$ cat src/design/crc_pkg.sv
// Shared codes and default sizes for the channel rendezvous coordinator.
package crc_pkg;

  localparam int CMD_BITS  = 3;
  localparam int SLOT_BITS = 8;
  localparam int ERR_BITS  = 2;
  localparam int PH_BITS   = 3;

  localparam int SLOTS_DEFAULT     = 256;
  localparam int WORKERS_DEFAULT   = 16;
  localparam int DATA_BITS_DEFAULT = 64;

  localparam logic [CMD_BITS-1:0] CMD_INPUT    = 3'd0;
  localparam logic [CMD_BITS-1:0] CMD_OUTPUT   = 3'd1;
  localparam logic [CMD_BITS-1:0] CMD_ENABLE   = 3'd2;
  localparam logic [CMD_BITS-1:0] CMD_DISABLE  = 3'd3;
  localparam logic [CMD_BITS-1:0] CMD_RESOLVED = 3'd4;
  localparam logic [CMD_BITS-1:0] CMD_DONE     = 3'd5;

  localparam logic [PH_BITS-1:0] PH_NORMAL    = 3'd0;
  localparam logic [PH_BITS-1:0] PH_IN_WAIT   = 3'd1;
  localparam logic [PH_BITS-1:0] PH_OUT_WAIT  = 3'd2;
  localparam logic [PH_BITS-1:0] PH_ENABLED   = 3'd3;
  localparam logic [PH_BITS-1:0] PH_READY     = 3'd4;
  localparam logic [PH_BITS-1:0] PH_DONE_WAIT = 3'd5;

  localparam logic [ERR_BITS-1:0] ERR_NONE      = 2'd0;
  localparam logic [ERR_BITS-1:0] ERR_UNHANDLED = 2'd1;
  localparam logic [ERR_BITS-1:0] ERR_FROM_OWNER = 2'd2;

endpackage

$ cat src/design/crc_result_queue.sv
// Four-entry result queue taking up to two beats per cycle and giving one.
module crc_result_queue #(
  parameter int W = 8
) (
  input  logic         clk,
  input  logic         rst,
  input  logic [W-1:0] push_first,
  input  logic [W-1:0] push_second,
  input  logic [1:0]   push_count,
  output logic         room,
  output logic [W-1:0] pop_data,
  output logic         pop_valid,
  input  logic         pop_ready
);
  import crc_pkg::*;

  localparam int DEPTH = 4;
  localparam int PW    = $clog2(DEPTH);

  logic [W-1:0]  entries [DEPTH];
  logic [PW-1:0] wr_ptr;
  logic [PW-1:0] rd_ptr;
  logic [PW:0]   count;
  logic          pop;

  assign pop       = pop_valid && pop_ready;
  assign pop_valid = (count != '0);
  assign pop_data  = entries[rd_ptr];
  assign room      = (count <= (PW + 1)'(DEPTH - 2));

  always_ff @(posedge clk) begin
    if (push_count != 2'd0) begin
      entries[wr_ptr] <= push_first;
    end
    if (push_count == 2'd2) begin
      entries[wr_ptr + PW'(1)] <= push_second;
    end
  end

  always_ff @(posedge clk) begin
    if (rst) begin
      wr_ptr <= '0;
      rd_ptr <= '0;
      count  <= '0;
    end else begin
      wr_ptr <= wr_ptr + PW'(push_count);
      if (pop) begin
        rd_ptr <= rd_ptr + PW'(1);
      end
      count <= count + (PW + 1)'(push_count) - (PW + 1)'(pop);
    end
  end

endmodule

$ cat config.mk
export PLATFORM = sky130hd
export DESIGN_NAME = crc_result_queue
export DESIGN_NICKNAME = d
export VERILOG_FILES = /design/src/design/crc_pkg.sv /design/src/design/crc_result_queue.sv
export SDC_FILE = /design/constraint.sdc
export NUM_CORES = 1
export LEC_CHECK = 0
export ABC_AREA = 0
export BUFFER_PORTS_ARGS = -buffer_cell sky130_fd_sc_hd__clkbuf_2
export CAP_MARGIN = 0
export CORE_MARGIN = 3
export CORE_UTILIZATION = 40
export CTS_BUF_LIST = sky130_fd_sc_hd__clkbuf_4 sky130_fd_sc_hd__clkbuf_8
export CTS_CLUSTER_SIZE = 40
export DETAILED_ROUTE_END_ITERATION = 8
export HOLD_SLACK_MARGIN = 0.12
export PLACE_DENSITY = 0.56
export REMOVE_ABC_BUFFERS = 1
export SLEW_MARGIN = 30
export SYNTH_ARGS = -nofsm -noshare
export SYNTH_HDL_FRONTEND = slang
export SYNTH_SLANG_ARGS = --single-unit
$ cat constraint.sdc
create_clock -name clk -period 2.8 [get_ports clk]
set_clock_uncertainty 0.1 [all_clocks]
set_input_delay 0.84 -clock clk [delete_from_list [all_inputs] [get_ports clk]]
set_output_delay 0.84 -clock clk [all_outputs]
set_load 0.02 [all_outputs]
==> impl_metrics.tcl, run 1 <==
set metrics [dict create \
    outcome "finished, final reports clean" \
    antenna_cells 0 \
    p_int_mw 1.26 \
    pwr-share-seq 0.454 \
    reg2reg_slack_ns 0.76 \
    gr-total-overflow 0 \
    p_per_area_nw_per_um2 723 \
    p_leak_nw 0.964 \
    worst-path-max-fanout 8 \
    portBuffers 30 \
    firstDrtPassIters 4 \
    final_nets 198 \
    die_w_um 77.9 \
    initial_utilization 0.426 \
    finalHoldViolCount 0 \
    fin_crit_ns 2.48 \
    antenna_found_initial 0 \
    utilization 0.510 \
    slowest_stage "mux4_2" \
    layout-drive-gt1-share 0.549 \
    maxCapViolations 0 \
    arrival_ns 1.54 \
    max_slew_margin 0.701 \
    syn_inst 129 \
    power_frac_comb 0.314 \
    wire_per_inst_um 16.9 \
    postPlaceCellArea_um2 2370 \
    cts.repair.resized 0 \
    row_count 25 \
    ir_drop_uv 330 \
    finalSetupTns_ns 0 \
    setup_slack_ns 0.322 \
    clockBufferDepth 2 \
    vias 1196 \
    dieArea_um2 6060 \
    clock_latency_ns 0.29 \
    netlist_area_um2 2070 \
    numCtsBuffers 5 \
    root_buffer "clkbuf_8" \
    drtIter0Drc 59 \
    yosys_register_bits 41 \
    grt_pass1_wl_mm 6.56 \
    syn_area_per_cell_um2 16.0 \
    cts_htree_levels 2 \
    synthTopCellsByCount "32 x edfxtp_1, 32 x mux2_2, 9 x dfxtp_1" \
    tritoncts "built" \
    path_cells "buf_4, mux4_2, clkbuf_2" \
    core-area_um2 4850 \
    fmax_mhz 404 \
    synth_top_cell_area_share 0.465 \
    dp_worst_setup_slack_ns 0.366 \
    seqCellArea_um2 1140 \
    synth_edf_count 32 \
    worst_pin_slew_ns 0.447 \
    clk_pin_slew_ns 0.07 \
    grt_pass1_vias 1289 \
    worstSetupPathType "reg -> out" \
    worst-path-buf-inv 2 \
    wirelength_mm 4.06 \
    hpwl_mm 2.96 \
    post-cts-setup-buffers 0 \
    fin_area_um2 2470 \
    ys_async_sr_fraction 0 \
    yosysSeqAreaShare 0.552 \
    ios 31 \
    power_frac_clock 0.231 \
    synth.area.top_cells "edfxtp_1 47%, mux2_2 17%, dfxtp_1 8.7%, mux4_2 8.7%, ha_1 2.4%" \
    instances_no_fill 240 \
    setup_viol 0 \
    gp_congestion 0.747 \
    multiInputGateArea_um2 872 \
    via_per_inst 4.98 \
    synth.distinct_cells 25 \
    fp.dieH_um 77.9 \
    critPathRequiredTime_ns 1.86 \
    cts.sinks 41 \
    synth_ff_type "edfxtp_1" \
    yosys.area.top_type "edfxtp_1" \
    fillers 413 \
    switchingPower_mw 0.525 \
    dp_cells 232 \
    slowest_delay_ns 0.54 \
    track_usage 0.145 \
    worstSetupStartpointType "flop" \
    hold_slack_ns 0.473 \
    cpLargestDelayFamily "multiplexers" \
    drv_slew 0 \
    grt_max_degree 13 \
    hold_path.class "reg -> reg" \
    endpoint_kind "output pin" \
    fin_crit_sh 0.885 \
    grt_setup_unrepaired "false" \
    hold_buffers 0 \
    area_growth_pct 19.7 \
    drc 0 \
    p_sw_frac 0.294 \
    ant_nets 0 \
    total_power_mw 1.79 \
    ys_warn_count 0 \
]
## layout make-up
type / count / share of cell area
clock buffers: 8 / 0.0395
inverters: 6 / 0.00911
multi-input cells: 74 / 0.353
flip-flops and latches: 41 / 0.462
well taps: 67 / 0.0339
repair buffers: 44 / 0.103
## sequential cells by signal, indices dropped and copies added, names as in the netlist, named ones only
register  flops
wr_ptr        2
entries      32
rd_ptr        2
count         3
## per-layer routing
metal / track usage / vias to the layer above / share of wire
li1: - / 580 / -
met1: 0.192 / 590 / 0.46
met2: 0.228 / 22 / 0.49
met3: 0.0360 / 4 / 0.037
met4: 0.0534 / 0 / 0.011
met5: 0 / - / 0
## placed cells by master (no fill, tap or decap), types with 2 or more instances in the layout
cell,count
buf_4,14
mux4_2,8
mux2_1,3
dfxtp_1,9
xnor3_1,2
nor2_1,6
inv_1,6
mux2_2,32
clkbuf_8,6
nor2b_1,6
clkbuf_2,30
edfxtp_1,32
ha_1,4
clkbuf_4,2
## power groups by stage
stage,Combinational [mW],Clock (mW),Sequential [mW]
6_report,0.562,0.414,0.812
5_1_grt,0.620,0.450,0.823
4_1_cts,0.574,0.423,0.813
3_5_place_dp,0.570,0,0.827
3_3_place_gp,0.556,0,0.820
2_1_floorplan,0.377,0,0.824
## worst paths after layout
| kind | end | start | cells after the start |
|---|---|---|---|
| worst max-delay path | pop_data[6] | flop | 3 |
| worst min-delay path | rd_ptr[1] | rd_ptr[1] | 2 |
| worst max register to register | count[2] | count[2] | 7 |
| worst min register to register | rd_ptr[1] | rd_ptr[1] | 2 |
## tightest hold or removal path, cell delays in order, from the launching register on
cell     delay, ns
dfxtp_1       0.31
nor2_1        0.08
mux2_2        0.15
## kinds of logic (layout without fill, tap and decap cells)
family	count (synthesis)	after routing	synth area share
buf+inv	14	58	0.0285
mux	44	44	0.283
xor+xnor	2	2	0.0218
simple gates	17	17	0.0575
fa+ha+maj	5	5	0.0339
compound gates	6	6	0.0230
flops	41	41	0.552
(Power assumes the default switching activity.)
==> run 2: changes to the inputs <==
Settings changed: CORE_ASPECT_RATIO set to 0.5.
==> run 2 against run 1 <==
Combinational power is 4.4% lower; maximum frequency rose by 1.7%; clock power shrank 8.9%; total power down 3.4%; critical path depth unchanged; die area is 0.86% higher; design area decreased by 2.1%; clock-buffer cell count fell by 3; largest power group unchanged; highest routed layer unchanged.
==> impl_metrics.tcl, run 2 (same netlist as run 1, synthesis figures left out) <==
set metrics [dict create \
    outcome "finished, final reports clean" \
    core-area_um2 4680 \
    worst-path-max-fanout 8 \
    grt_max_degree 14 \
    via_per_inst 4.94 \
    cts.repair.resized 0 \
    wirelength_mm 3.83 \
    endpoint_kind "output pin" \
    antenna_found_initial 0 \
    firstDrtPassIters 4 \
    postPlaceCellArea_um2 2330 \
    hpwl_mm 2.73 \
    reg2regPathDepth 7 \
    hold_path.class "reg -> reg" \
    min_delay_path_depth 2 \
    wire_per_inst_um 16.4 \
    drtIter0Drc 40 \
    portBuffers 30 \
    dp_cells 225 \
    gr-total-overflow 0 \
    fin_crit_ns 2.44 \
    largest_register_ffs 32 \
    instances_no_fill 233 \
    largest_registers "entries x32, count x3" \
    drv_slew 0 \
    cts.sinks 41 \
    ir_drop_uv 389 \
    ant_nets 0 \
    maxCapViolations 0 \
    final_cell_mix "32 x mux2_2, 32 x edfxtp_1, 30 x clkbuf_2" \
    gp_congestion 0.693 \
    track_usage 0.139 \
    fillers 428 \
    numCtsBuffers 5 \
    vias 1152 \
    worstSetupStartpointType "flop" \
    die_w_um 108 \
    grt_pass1_vias 1243 \
    top_register "entries" \
    p_per_area_nw_per_um2 713 \
    fin_area_um2 2420 \
    clock_latency_ns 0.28 \
    root_buffer "clkbuf_8" \
    fin_crit_sh 0.870 \
    grt_setup_unrepaired "false" \
    clockBufferDepth 2 \
    antenna_cells 0 \
    final_nets 192 \
    hold_buffers 0 \
    max_slew_margin 0.526 \
    area_growth_pct 17.2 \
    post-cts-setup-buffers 0 \
    finalHoldViolCount 0 \
    fp.dieH_um 56.8 \
    cts_htree_levels 2 \
    arrival_ns 1.50 \
    tritoncts "built" \
    drc 0 \
    dieArea_um2 6120 \
    critPathRequiredTime_ns 1.86 \
    layout-drive-gt1-share 0.533 \
    worst_pin_slew_ns 0.708 \
    grt_pass1_wl_mm 6.35 \
    worstSetupPathType "reg -> out" \
    clk_pin_slew_ns 0.08 \
    fmax_mhz 410 \
    utilization 0.517 \
    ios 31 \
    row_count 17 \
    p_leak_nw 0.927 \
    finalSetupTns_ns 0 \
    initial_utilization 0.441 \
    hold_slack_ns 0.484 \
    setup_viol 0 \
]
run 2: final cells by class:
type / count / area [µm²] / area share
clock buffers: 5 / 68.8 / 0.0284
clock inverters: 3 / 17.5 / 0.00724
inverters: 6 / 22.5 / 0.00930
multi-input cells: 74 / 878 / 0.363
flip-flops and latches: 41 / 1140 / 0.471
well taps: 66 / 82.6 / 0.0341
repair buffers: 38 / 210 / 0.0868
run 2: path summary, 6_finish.rpt:
path | startpoint | end | slack [ns]
hold reg to reg | rd_ptr[1] | rd_ptr[1] | 0.48
hold / removal | rd_ptr[1] | rd_ptr[1] | 0.48
setup reg to reg | count[2] | count[2] | 0.78
setup / recovery | flop | pop_data[1] | 0.36
run 2: per-stage QoR:
stage / setup WS (ns) / power (mW)
3_5_place_dp: 0.354 / 1.38
3_3_place_gp: 0.359 / 1.37
2_1_floorplan: 0.216 / 1.20
4_1_cts: 0.324 / 1.75
6_report: 0.363 / 1.73
5_1_grt: 0.276 / 1.83
run 2: metal layers:
| metal | up-vias | wire [µm] | global-route usage |
|---|---|---|---|
| li1 | 570 | - | - |
| met1 | 559 | 1870 | 0.188 |
| met2 | 21 | 1750 | 0.222 |
| met3 | 2 | 186 | 0.0471 |
| met4 | 0 | 15 | 0.0216 |
| met5 | - | 0 | 0 |
run 2: where the power goes:
group          total, mW  internal [mW]  switching, mW
Clock              0.377          0.172          0.205
Sequential         0.813          0.755         0.0580
Combinational      0.537          0.275          0.263
run 2: critical path: stages (launching register included):
cell and delay, ns:
dfxtp_1 0.31, buf_4 0.21, mux4_2 0.52, clkbuf_2 0.17
==> run 3: changes to the inputs <==
Settings changed: BUFFER_PORTS_ARGS -buffer_cell sky130_fd_sc_hd__clkbuf_2 to unset, DONT_BUFFER_PORTS set to 1, PLACE_DENSITY 0.56 to 0.51.
==> run 3 against run 2 <==
Sequential share of layout area is 2.4 points higher; final cell count decreased by 13%; clock power increased by 33%; first-iteration DRC count is 30% lower; sequential power about the same; critical path depth shrank 1; non-clock buffer count decreased by 30; clock-buffer cell count rose by 2; total power is 2.9% higher; register-to-register slack gained 0.03 ns; die area unchanged; worst setup slack improved by 0.080 ns; critical endpoint is now pop_data[6]; largest cell class unchanged; highest routed layer unchanged.
==> impl_metrics.tcl, run 3 (same netlist as run 1, synthesis figures left out) <==
set metrics [dict create \
    finalHoldViolCount 0 \
    numCtsBuffers 5 \
    maxCapViolations 0 \
    worstHoldStart "rd_ptr[1]" \
    antenna_cells 0 \
    final_cell_mix "32 x mux2_2, 32 x edfxtp_1, 9 x dfxtp_1" \
    tritoncts "built" \
    hold_buffers 0 \
    ios 31 \
    fin_crit_sh 0.842 \
    reg2regPathDepth 7 \
    fp.dieH_um 56.8 \
    top_register "entries" \
    grt_setup_unrepaired "false" \
    dieArea_um2 6120 \
    post-cts-setup-buffers 0 \
    slowest_delay_ns 0.61 \
    max_slew_margin 0.595 \
    antenna_found_initial 0 \
    wire_per_inst_um 18.9 \
    path_cells "buf_4, mux4_2" \
    track_usage 0.139 \
    grt_pass1_wl_mm 6.22 \
    p_per_area_nw_per_um2 771 \
    arrival_ns 1.42 \
    r2r_start "count[2]" \
    min_delay_path_depth 2 \
    row_count 17 \
    drc 0 \
    hold_path.class "reg -> reg" \
    slowest_stage "mux4_2" \
    gr-total-overflow 0 \
    worst_pin_slew_ns 0.604 \
    min_to "rd_ptr[1]" \
    hpwl_mm 2.69 \
    grt_pass1_vias 1150 \
    outcome "finished, final reports clean" \
    core-area_um2 4680 \
    final_nets 162 \
    portBuffers 0 \
    root_buffer "clkbuf_8" \
    largest_registers "entries x32, count x3" \
    postPlaceCellArea_um2 2180 \
    fin_area_um2 2300 \
    drv_slew 0 \
    largest_register_ffs 32 \
    p_leak_nw 0.820 \
    ir_drop_uv 390 \
    firstDrtPassIters 4 \
    endpoint_kind "output pin" \
    vias 1041 \
    setup_viol 0 \
    fin_crit_ns 2.36 \
    layout-drive-gt1-share 0.438 \
    worstSetupStartpointType "flop" \
    critPathRequiredTime_ns 1.86 \
    area_growth_pct 11.6 \
    clock_latency_ns 0.28 \
    worst-path-max-fanout 8 \
    initial_utilization 0.441 \
    cts_htree_levels 2 \
    worstSetupPathType "reg -> out" \
    via_per_inst 5.13 \
    reg2reg_slack_ns 0.81 \
    wirelength_mm 3.83 \
    clockBufferDepth 2 \
    finalSetupTns_ns 0 \
    cts.repair.resized 0 \
    ant_nets 0 \
    fmax_mhz 424 \
    total_power_mw 1.78 \
    clk_pin_slew_ns 0.08 \
    reg2reg_to "count[2]" \
    gp_congestion 0.719 \
    cts.sinks 41 \
    drtIter0Drc 28 \
    grt_max_degree 13 \
    die_w_um 108 \
]
-- run 3: final cells by class --
cell class	instances	area, µm²
timing repair buffer	8	60.1
inverter	6	22.5
fill	435	2370
tap	66	82.6
sequential	41	1140
clock buffer	7	90.1
multi-input combinational	74	878
clock inverter	1	30.0
-- run 3: critical path, delay by kind of cell, from the launching register on --
family / cells / cell delay [ns]
flops: 1 / 0.31
mux: 1 / 0.61
buf+inv: 1 / 0.20
-- run 3: per-stage QoR --
step | util | setup WS [ns] | hold slack [ns] | instances
6_report | 0.493 | 0.444 | 0.491 | 203
5_1_grt | 0.493 | 0.350 | 0.497 | 203
4_1_cts | 0.493 | 0.410 | 0.487 | 203
3_5_place_dp | 0.467 | 0.525 | 0.467 | 195
3_3_place_gp | 0.467 | 0.535 | 0.459 | 195
2_1_floorplan | - | 0.216 | 0.438 | 121
-- run 3: where the power goes --
| part | switching (mW) | total, mW | internal, mW |
|---|---|---|---|
| Sequential | 0.0572 | 0.812 | 0.755 |
| Combinational | 0.234 | 0.465 | 0.231 |
| Clock | 0.200 | 0.500 | 0.300 |
-- run 3: worst max-delay path by stage --
| stage | startpoint | endpoint | slack (ns) | depth (start not counted) |
|---|---|---|---|---|
| 3_3_place_gp | pop_ready | count[2] | 0.53 | 7 |
| 5_1_grt | flop | pop_data[6] | 0.35 | 2 |
| 4_1_cts | flop | pop_data[6] | 0.41 | 2 |
| 3_5_place_dp | push_count[0] | entries[0][1] | 0.52 | 3 |
| 6_report | flop | pop_data[6] | 0.44 | 2 |
| 2_1_floorplan | push_count[1] | entries[2][0] | 0.22 | 2 |
-- run 3: metal layers --
layer  share of wire  up-vias  global-route usage  wire length [µm]
li1                -      506                   -                 -
met1            0.46      513               0.183              1770
met2            0.47       20               0.216              1800
met3           0.066        2              0.0597               252
met4          0.0031        0              0.0270                12
met5               0        -                   0                 0
